`src/hdl/bpc_pkg.sv`:
```
`timescale 1ns / 1ps
`default_nettype none
package bpc_pkg;

  // register indexes on the configuration port
  localparam logic [2:0] REG_AC1     = 3'd0;
  localparam logic [2:0] REG_AC2     = 3'd1;
  localparam logic [2:0] REG_AC3     = 3'd2;
  localparam logic [2:0] REG_AC4     = 3'd3;
  localparam logic [2:0] REG_AC5_AC6 = 3'd4;
  localparam logic [2:0] REG_B1_B2   = 3'd5;
  localparam logic [2:0] REG_MC_MD   = 3'd6;
  localparam logic [2:0] REG_OSS     = 3'd7;

  localparam int CFG_IDX_W = 3;
  localparam int CFG_DAT_W = 32;
  localparam int IN_W      = 40;
  localparam int OUT_W     = 40;

  // queue between front and back
  localparam int QDEPTH = 4;
  localparam int QAW    = $clog2(QDEPTH);

  // quotient bits, one per divider stage
  localparam int DIV_W = 32;

  localparam logic [31:0] B6_OFS   = 32'd4000;
  localparam logic [31:0] B4_OFS   = 32'd32768;
  localparam logic [31:0] B7_SCALE = 32'd50000;
  localparam logic [31:0] P_C1     = 32'd3038;
  localparam logic [31:0] P_C2     = 32'hFFFF_E343;  // -7357
  localparam logic [31:0] P_C3     = 32'd3791;
  localparam logic [17:0] P_MAX    = 18'h3FFFF;

  typedef struct packed {
    logic [15:0] ac1;
    logic [15:0] ac2;
    logic [15:0] ac3;
    logic [15:0] ac4;
    logic [15:0] ac5;
    logic [15:0] ac6;
    logic [15:0] b1;
    logic [15:0] b2;
    logic [15:0] mc;
    logic [15:0] md;
    logic [1:0]  oss;
  } cfg_t;

  // one reading after the front has shifted the pressure word
  typedef struct packed {
    logic [15:0] ut;
    logic [18:0] up;
  } item_t;

  // context carried down the back pipeline
  typedef struct packed {
    logic [18:0] up;
    logic [31:0] x1;
    logic [31:0] t;
    logic [31:0] ra;
    logic [31:0] rb;
    logic [31:0] rc;
    logic [31:0] rd;
    logic        err;
    logic        neg;
    logic        shf;
  } ctx_t;

  function automatic logic [31:0] sx16(input logic [15:0] v);
    return {{16{v[15]}}, v};
  endfunction

  // low 32 bits of a 32 x 32 product
  function automatic logic [31:0] mul32(input logic [31:0] a, input logic [31:0] b);
    logic [63:0] p;
    p = a * b;
    return p[31:0];
  endfunction

  function automatic logic [31:0] asr32(input logic [31:0] v, input int unsigned n);
    return 32'($signed(v) >>> n);
  endfunction

endpackage
`default_nettype wire

```
`src/hdl/bpc_fifo.sv`:
```
`timescale 1ns / 1ps
`default_nettype none
module bpc_fifo (
  input  wire                   clk,
  input  wire                   rst_n,
  input  wire                   push,
  input  bpc_pkg::item_t        push_data,
  output logic                  full,
  input  wire                   pop,
  output logic                  empty,
  output bpc_pkg::item_t        head
);
  import bpc_pkg::*;

  item_t          mem_r [QDEPTH];
  logic [QAW-1:0] wr_r;
  logic [QAW-1:0] rd_r;
  logic [QAW:0]   cnt_r;
  logic           do_push;
  logic           do_pop;

  assign full    = (cnt_r == (QAW+1)'(QDEPTH));
  assign empty   = (cnt_r == '0);
  assign do_push = push && !full;
  assign do_pop  = pop && !empty;
  assign head    = mem_r[rd_r];

  always_ff @(posedge clk) begin
    if (!rst_n) begin
      wr_r  <= '0;
      rd_r  <= '0;
      cnt_r <= '0;
    end else begin
      if (do_push) wr_r <= wr_r + 1'b1;
      if (do_pop)  rd_r <= rd_r + 1'b1;
      cnt_r <= cnt_r + (QAW+1)'(do_push) - (QAW+1)'(do_pop);
    end
  end

  always_ff @(posedge clk) begin
    if (do_push) begin
      mem_r[wr_r] <= push_data;
    end
  end

  a_cnt_bound: assert property (@(posedge clk) disable iff (!rst_n)
    cnt_r <= (QAW+1)'(QDEPTH)) else $error("queue count past depth");
  a_full_blocks: assert property (@(posedge clk) disable iff (!rst_n)
    full && !do_pop |=> cnt_r == (QAW+1)'(QDEPTH)) else $error("full queue changed");
  a_empty_blocks: assert property (@(posedge clk) disable iff (!rst_n)
    empty && !do_push |=> empty) else $error("empty queue gained a word");

endmodule
`default_nettype wire

```
`config.mk`:
```
export PLATFORM = sky130hd
export DESIGN_NAME = bpc_fifo
export DESIGN_NICKNAME = d
export VERILOG_FILES = /design/src/hdl/bpc_pkg.sv /design/src/hdl/bpc_fifo.sv
export SDC_FILE = /design/constraint.sdc
export NUM_CORES = 1
export LEC_CHECK = 0
export BUFFER_PORTS_ARGS = -buffer_cell sky130_fd_sc_hd__buf_4
export CAP_MARGIN = 20
export CORE_MARGIN = 8
export CORE_UTILIZATION = 30
export CTS_BUF_LIST = sky130_fd_sc_hd__clkbuf_8 sky130_fd_sc_hd__clkbuf_16
export CTS_CLUSTER_SIZE = 8
export DETAILED_ROUTE_END_ITERATION = 10
export MAX_ROUTING_LAYER = met4
export PLACE_DENSITY = 0.43
export SLEW_MARGIN = 10
export SYNTH_ARGS = -nofsm -noshare
export SYNTH_HDL_FRONTEND = slang
export SYNTH_SLANG_ARGS = --single-unit
```
`constraint.sdc`:
```
create_clock -name clk -period 2.6 [get_ports clk]
set_clock_uncertainty 0.05 [all_clocks]
set_input_delay 0.52 -clock clk [delete_from_list [all_inputs] [get_ports clk]]
set_output_delay 0.52 -clock clk [all_outputs]
set_load 0.1 [all_outputs]
```
==> out/qor.yml <==
status:
  status: "completed"
floorplanning:
  fp.dieW_um: 152.5
  design.core.area_um2: 18520
  start_util: 0.3018
  die_h_um: 152.5
  fp.dieArea_um2: 23250
  pin_count: 76
  rows: 50
sta:
  fin_crit_ns: 2.488
  hold_viol_final: 0
  final_max_slew_viol_count: 0
  worstMarginPinSlew_ns: 0.3556
  setup-violations-final: 0
  fin_crit_sh: 0.9567
  hold_ws_ns: 0.2522
  rsz0062_at_grt: "false"
  setup_slack_ns: 0.1125
  fmax_mhz: 402.0
  relSlewSlack: 0.7629
place:
  placed_area_um2: 6511
  gp_congestion: 0.6526
  dpl.hpwl_um: 6598
  port_buffers: 75
  dp_slack_ns: 0.4039
global_routing:
  grt-ovfl-total: 0
  grt_antenna_before_repair: 0
  grt_max_degree: 36
  grt_use_total: 0.1009
  grt_pass1_vias: 2810
  grt_pass1_wl_um: 16500
yosys:
  yosysWarnings: 0
  ys_ff_latch: 149
  yosysSeqAreaShare: 0.7846
  synth_cells: 234
  avgSynthCellArea_um2: 23.88
  ys_types: 23
  synth_fp_nets: 280
  synth.cell_area_um2: 5588
critical_path:
  cp_max_fo: 14
  critPathKind: "flop to primary output"
  regToRegEndpoint: "cnt_r[2]"
  start_kind: "flop"
  cp-end-kind: "primary output"
  rrSetupSlack_ns: 0.51
  r2r_start: "cnt_r[1]"
  r2r_cells: 10
  required_ns: 2.03
  cp.arrival_ns: 1.92
routing:
  drc: 0
  vias_per_cell: 4.404
  drt-pass1-iter-count: 4
  wl_per_cell_um: 18.62
  wirelength_um: 10740
  num_vias: 2541
  drt_iter0_drc: 104
  ant_nets: 0
hold_path:
  min-delay-start: "push_data[33]"
  hold_path_end: "mem_r[1][33]"
  holdPathStages: 1
  min_path_type: "input pin to flop"
cts:
  cts-root-buf: "clkbuf_16"
  cts_buffer_depth: 2
  clk_latency_ns: 0.41
  cts_hold_buf: 0
  cts_buffers: 17
  clock-sinks: 149
  h-tree-depth: 4
  cts_resized: 1
  cts_tree: "built"
  clk_pin_slew_ns: 0.06
  cts_setup_buffers: 0
finish:
  area_delta_synth_final_pct: 26.65
  antenna_cells: 0
  layout_commonest_cell: "edfxtp_1"
  stdcell_area_um2: 7077
  drive_gt1_frac: 0.4577
  nets: 376
  final_cell_mix: "edfxtp_1, buf_4, mux4_2"
power_and_ir_drop:
  p_leak_nw: 2.403
  cellPowerDensity_nw_per_um2: 1209
  ir_drop_mv: 0.5143
  power_mw: 8.559
run:
  drv_cap: 0
[Yosys cell counts]
master | number | share of area
edfxtp_1 | 140 | 0.75
mux4_2 | 30 | 0.12
dfxtp_1 | 9 | 0.032
and2_1 | 7 | 0.0078
ha_1 | 6 | 0.013
inv_1 | 6 | 0.0040
nand2_1 | 6 | 0.0040
mux4_1 | 5 | 0.024
buf_2 | 4 | 0.0036
buf_12 | 3 | 0.011
o21ai_0 | 3 | 0.0027
mux2i_1 | 2 | 0.0036
nor2b_1 | 2 | 0.0022
xnor2_1 | 2 | 0.0031
a21boi_1 | 1 | 0.0013
buf_6 | 1 | 0.0020
clkbuf_1 | 1 | 0.00067
clkbuf_2 | 1 | 0.00089
fa_1 | 1 | 0.0036
nand4bb_1 | 1 | 0.0020
nor3_2 | 1 | 0.0018
nor3b_2 | 1 | 0.0022
or3_1 | 1 | 0.0011
[cells by family after synthesis]
family,count (synthesis),synth area share
flops,149,0.7846
mux,37,0.1480
simple gates,19,0.02127
buf+inv,16,0.02194
fa+ha+maj,7,0.01702
compound gates,4,0.004030
xor+xnor,2,0.003135
[power breakdown]
part           internal, mW  total (mW)  switching (mW)
clock network          1.40        2.32           0.926
registers              2.92        3.02           0.104
logic                 0.852        3.21            2.36
total                  5.17        8.56            3.39
[critical path: stages, from the launching register on]
cell and delay (ns):
dfxtp_4 0.45, buf_12 0.20, mux4_1 0.58, buf_4 0.25
[layer usage]
| metal | up-vias | track usage | part of all wire |
|---|---|---|---|
| met2 | 59 | 0.1559 | 0.49 |
| met1 | 1308 | 0.1145 | 0.45 |
| met5 | - | - | 0 |
| met4 | 0 | 0.04524 | 0.016 |
| met3 | 12 | 0.04027 | 0.050 |
| li1 | 1162 | - | - |
[flip-flops by register name, summed over array words and instances, names as in the netlist, named ones only]
signal / cells
cnt_r: 3
wr_r: 2
rd_r: 2
mem_r: 140
[cell type report]
type	count	area, µm²
tap	234	292.8
fill	1711	11440
clock buffer	17	425.4
inverter	6	22.52
clock inverter	15	137.6
multi-input combinational	69	1104
timing repair buffer	87	703.2
sequential	149	4392
[per-stage QoR]
step / setup TNS (ns) / utilization / cells
after global routing: 0 / 0.3822 / 577
after detailed placement: 0 / 0.3516 / 545
after global placement: 0 / 0.3516 / 545
after CTS: 0 / 0.3822 / 577
final: 0 / 0.3822 / 577
after floorplan: -0.2228 / - / 234
[worst max path at each step]
stage,from,endpoint,slack [ns]
6_report,flop,head[33],0.11
5_1_grt,flop,head[33],0.02
4_1_cts,flop,head[33],0.07
3_5_place_dp,push,cnt_r[2],0.40
3_3_place_gp,push,cnt_r[2],0.42
2_1_floorplan,cnt_r[2],cnt_r[2],-0.14
No activity file was read; power rests on OpenSTA's default activity.
