## src/hdl/bpc_pkg.sv

```systemverilog
`timescale 1ns / 1ps
`default_nettype none
package bpc_pkg;

  // register indexes on the configuration port
  localparam logic [2:0] REG_AC1     = 3'd0;
  localparam logic [2:0] REG_AC2     = 3'd1;
  localparam logic [2:0] REG_AC3     = 3'd2;
  localparam logic [2:0] REG_AC4     = 3'd3;
  localparam logic [2:0] REG_AC5_AC6 = 3'd4;
  localparam logic [2:0] REG_B1_B2   = 3'd5;
  localparam logic [2:0] REG_MC_MD   = 3'd6;
  localparam logic [2:0] REG_OSS     = 3'd7;

  localparam int CFG_IDX_W = 3;
  localparam int CFG_DAT_W = 32;
  localparam int IN_W      = 40;
  localparam int OUT_W     = 40;

  // queue between front and back
  localparam int QDEPTH = 4;
  localparam int QAW    = $clog2(QDEPTH);

  // quotient bits, one per divider stage
  localparam int DIV_W = 32;

  localparam logic [31:0] B6_OFS   = 32'd4000;
  localparam logic [31:0] B4_OFS   = 32'd32768;
  localparam logic [31:0] B7_SCALE = 32'd50000;
  localparam logic [31:0] P_C1     = 32'd3038;
  localparam logic [31:0] P_C2     = 32'hFFFF_E343;  // -7357
  localparam logic [31:0] P_C3     = 32'd3791;
  localparam logic [17:0] P_MAX    = 18'h3FFFF;

  typedef struct packed {
    logic [15:0] ac1;
    logic [15:0] ac2;
    logic [15:0] ac3;
    logic [15:0] ac4;
    logic [15:0] ac5;
    logic [15:0] ac6;
    logic [15:0] b1;
    logic [15:0] b2;
    logic [15:0] mc;
    logic [15:0] md;
    logic [1:0]  oss;
  } cfg_t;

  // one reading after the front has shifted the pressure word
  typedef struct packed {
    logic [15:0] ut;
    logic [18:0] up;
  } item_t;

  // context carried down the back pipeline
  typedef struct packed {
    logic [18:0] up;
    logic [31:0] x1;
    logic [31:0] t;
    logic [31:0] ra;
    logic [31:0] rb;
    logic [31:0] rc;
    logic [31:0] rd;
    logic        err;
    logic        neg;
    logic        shf;
  } ctx_t;

  function automatic logic [31:0] sx16(input logic [15:0] v);
    return {{16{v[15]}}, v};
  endfunction

  // low 32 bits of a 32 x 32 product
  function automatic logic [31:0] mul32(input logic [31:0] a, input logic [31:0] b);
    logic [63:0] p;
    p = a * b;
    return p[31:0];
  endfunction

  function automatic logic [31:0] asr32(input logic [31:0] v, input int unsigned n);
    return 32'($signed(v) >>> n);
  endfunction

endpackage
`default_nettype wire

```

## src/hdl/bpc_front.sv

```systemverilog
`timescale 1ns / 1ps
`default_nettype none
module bpc_front (
  input  wire                   clk,
  input  wire                   rst_n,
  input  wire  [1:0]            oss,
  input  wire                   in_tvalid,
  output logic                  in_tready,
  input  wire  [39:0]           in_tdata,   // raw_temperature[15:0], raw_pressure[39:16]
  input  wire                   q_full,
  output logic                  q_push,
  output bpc_pkg::item_t        q_data
);
  import bpc_pkg::*;

  logic        f_vld_r;
  item_t       f_r;
  item_t       f_nxt;
  logic [23:0] raw_p;
  logic [23:0] up_full;

  // pressure word is right-aligned by 8 - oss
  always_comb begin
    raw_p    = in_tdata[39:16];
    up_full  = raw_p >> (4'd8 - {2'b00, oss});
    f_nxt.ut = in_tdata[15:0];
    f_nxt.up = up_full[18:0];
  end

  assign q_push    = f_vld_r && !q_full;
  assign q_data    = f_r;
  assign in_tready = !f_vld_r || !q_full;

  always_ff @(posedge clk) begin
    if (!rst_n) begin
      f_vld_r <= 1'b0;
    end else if (in_tready) begin
      f_vld_r <= in_tvalid;
    end
  end

  always_ff @(posedge clk) begin
    if (in_tready && in_tvalid) begin
      f_r <= f_nxt;
    end
  end

endmodule
`default_nettype wire

```

## config.mk

```make
export PLATFORM = sky130hd
export DESIGN_NAME = bpc_front
export DESIGN_NICKNAME = d
export VERILOG_FILES = /design/src/hdl/bpc_pkg.sv /design/src/hdl/bpc_front.sv
export SDC_FILE = /design/constraint.sdc
export NUM_CORES = 1
export LEC_CHECK = 0
export BUFFER_PORTS_ARGS = -buffer_cell sky130_fd_sc_hd__buf_2
export CAP_MARGIN = 20
export CORE_ASPECT_RATIO = 1.1
export CORE_UTILIZATION = 43
export CTS_CLUSTER_DIAMETER = 200
export DETAILED_ROUTE_END_ITERATION = 10
export HOLD_SLACK_MARGIN = 0.1
export MAX_ROUTING_LAYER = met4
export PLACE_DENSITY = 0.76
export SYNTH_ARGS = -nofsm -noshare
export SYNTH_HDL_FRONTEND = slang
export SYNTH_SLANG_ARGS = --single-unit
export TNS_END_PERCENT = 50
```

## constraint.sdc

```tcl
create_clock -name clk -period 2.6 [get_ports clk]
set_clock_uncertainty 0.15 [all_clocks]
set_input_delay 0.13 -clock clk [delete_from_list [all_inputs] [get_ports clk]]
set_output_delay 0.13 -clock clk [all_outputs]
set_load 0.005 [all_outputs]
```

==> key figures <==
Setup path
  • CP Max Fanout: 18
  • Critical path arrival: 1.82 ns
  • Worst setup path startpoint: oss[1]
  • Critical path's largest stage delay: 0.54 ns
  • Critical path endpoint category: register
  • Startpoint Class: primary input
  • Reg-to-Reg Start: f_vld_r$_SDFFE_PN0P_
  • Crit path max-delay family: multiplexers
  • Worst path cell trace: buf_2 > inv_1 > ha_1 > buf_4 > mux4_2 > nand2b_1 > o211a_1
  • CP required: 2.48 ns
  • Slowest CP cell: mux4_2
  • Crit path buf inv count: 3
  • Setup Crit Path Kind: primary input to register

STA
  • Final hold viol count: 0
  • Max_slew headroom: 70.14%
  • Least-Margin Pin Slew: 0.4479 ns
  • Post-route minimum period: 1.937 ns
  • Fmax: 516.3 MHz
  • Setup_tns: 0 ns
  • Pins Over Slew Limit: 0
  • RSZ-0062 raised after global routing: false
  • Worst Hold Slack: 0.2145 ns
  • Final period util: 74.50%
  • Final Setup Violations: 0

Status
  • Status: finished, final reports clean

CTS
  • Num Clock Sinks: 36
  • Number of setup buffers added after CTS: 0
  • Worst-Skew Late Latency: 0.27 ns
  • # H-tree levels: 2
  • Clk root buf: clkbuf_8
  • CTS Buffer Depth: 2
  • Post-CTS Hold Buffers: 19
  • Worst-path clk slew: 0.06 ns
  • CTS tree: yes
  • CTS-repair resized insts: 0
  • CTS Buf Count: 5

Drt
  • Drt drc: 0
  • Vias/cell: 5.132
  • First-pass DRT Iterations: 4
  • ANT nets after route: 0
  • Iteration-0 DRC Markers: 52
  • Total vias in the final route: 1550
  • WL per Instance: 14.81 um
  • Total Wirelength: 4472 um

Logic synthesis
  • Distinct cells, synth: 32
  • Seq cells post-synth: 36
  • Sequential fraction of the synthesis area: 53.07%
  • Synth Net Count: 194
  • Avg Cell Area, Syn: 13.82 um2
  • Cells after synthesis: 146
  • Mapped Area: 0.002018 mm2
  • Yosys Warn Count: 0

Layout
  • Final nets: 295
  • Final Instance Count excl. Fillers: 302
  • Commonest non-fill, non-tap cell in the layout: buf_2
  • Most frequent cells in the layout: buf_2 (78), edfxtp_1 (35), nand2_1 (22), dlygate4sd3_1 (19), mux4_2 (14)
  • Number of diodes: 0
  • Area Overhead vs Synth: 35.96%
  • Share of layout cells above drive strength 1: 46.77%

Placement
  • Routability cong.: 0.7760
  • Post-DP HPWL: 3247 um
  • Placed Cells incl. Taps: 275
  • Count of buffers from port buffering: 78

Floorplanning
  • Die area: 0.004972 mm2
  • Core area: 0.004410 mm2
  • I/O pin count: 83
  • Starting Density: 45.76%
  • Die height: 73.85 um
  • DIE WIDTH: 67.32 um
  • Num rows: 25

Power
  • Power Dens Cells: 512.0 mW/mm2
  • P_leak: 1.178 nW
  • Max VDD drop: 197.6 uV
  • Power, Total: 1.405 mW

Hold path
  • Hold Path Class: primary input to register
  • Hold wc startpoint: in_tdata[25]

Global routing
  • Grt total ovfl: 0
  • Initial antenna violation count: 0
  • Largest net degree at the start of global routing: 36
  • Tot GR Track Use: 19.76%
  • First-pass GRT wire length: 6920 um
  • Vias in the first global route: 1461

Job
  • Max Cap Viol: 0
==> metal layers <==
metal | wire, um | track usage (%) | vias to the layer above | share of wire (%)
met5 | 0 | - | - | 0
met4 | 87 | 8.511 | 0 | 1.9
met3 | 367 | 4.658 | 8 | 8.2
met2 | 2022 | 30.11 | 81 | 45
met1 | 1996 | 24.97 | 702 | 45
li1 | - | - | 759 | -
==> tightest hold or removal path, delay by kind of cell <==
family,cells,cell delay (ns)
muxes,1,0.08
AOI/OAI and AO/OA,1,0.15
and+or+nand+nor,1,0.08
buffers and inverters,1,0.09
==> worst paths after layout <==
check / slack [ns] / depth (start not counted) / endpoint
min reg2reg: 0.91 / 3 / q_data[22]$_DFFE_PP_
min: 0.21 / 4 / q_data[1]$_DFFE_PP_
max: 0.66 / 7 / q_data[17]$_SDFFCE_PP0P_
max reg2reg: 1.19 / 3 / q_data[20]$_DFFE_PP_
==> where the power goes <==
group | internal [mW] | leakage (nW) | switching (mW) | total, mW
clock network | 0.186 | 0.0399 | 0.169 | 0.355
registers | 0.698 | 0.348 | 0.0110 | 0.709
logic | 0.181 | 0.790 | 0.159 | 0.341
total | 1.07 | 1.18 | 0.339 | 1.40
==> Yosys cell counts, drive strengths merged <==
cell / count / area share [%]
o22ai: 3 / 0.93
buf: 6 / 2.0
o21ai: 2 / 0.50
mux4: 14 / 16
o31ai: 1 / 0.37
mux2: 10 / 6.0
a31o: 1 / 0.43
o221ai: 1 / 0.43
a21oi: 6 / 1.5
dfxtp: 1 / 0.99
clkbuf: 4 / 0.74
mux2i: 12 / 6.0
o211a: 1 / 0.50
and2: 3 / 0.93
nor2b: 2 / 0.62
ha: 2 / 1.2
nand2: 22 / 4.1
nand3b: 2 / 0.74
o32ai: 1 / 0.43
nor2: 7 / 1.3
inv: 4 / 0.74
nand2b: 3 / 0.93
nor4b: 1 / 0.43
or2: 1 / 0.31
edfxtp: 35 / 52
nand3: 1 / 0.25
==> flip-flops by register name, indices dropped and copies added (netlist names) <==
name	flops
f_vld_r	1
q_data	35
==> cell type report <==
type	instances	area, um2
tap	54	67.56
multi-input combinational	96	877.1
sequential	36	1071
inverter	4	15.01
clock buffer	7	76.32
clock inverter	1	3.754
timing repair buffer	104	633.1
fill	360	1667
==> cell families after synthesis <==
logic type / after synthesis / synth area share [%]
mux: 36 / 27.53
simple gates: 42 / 9.610
fa+ha+maj: 2 / 1.240
compound gates: 16 / 5.084
buf+inv: 14 / 3.471
flops: 36 / 53.07
==> stage by stage <==
step | cell area [um2] | utilization [%] | setup slack (ns)
after detailed placement | 2474 | 56.09 | 0.3615
after floorplan | 2018 | - | 0.01856
after global placement | 2474 | 56.09 | 0.3955
final | 2744 | 62.21 | 0.6631
after CTS | 2744 | 62.21 | 0.6745
after global routing | 2744 | 62.21 | 0.5826
(Power assumes the default switching activity.)
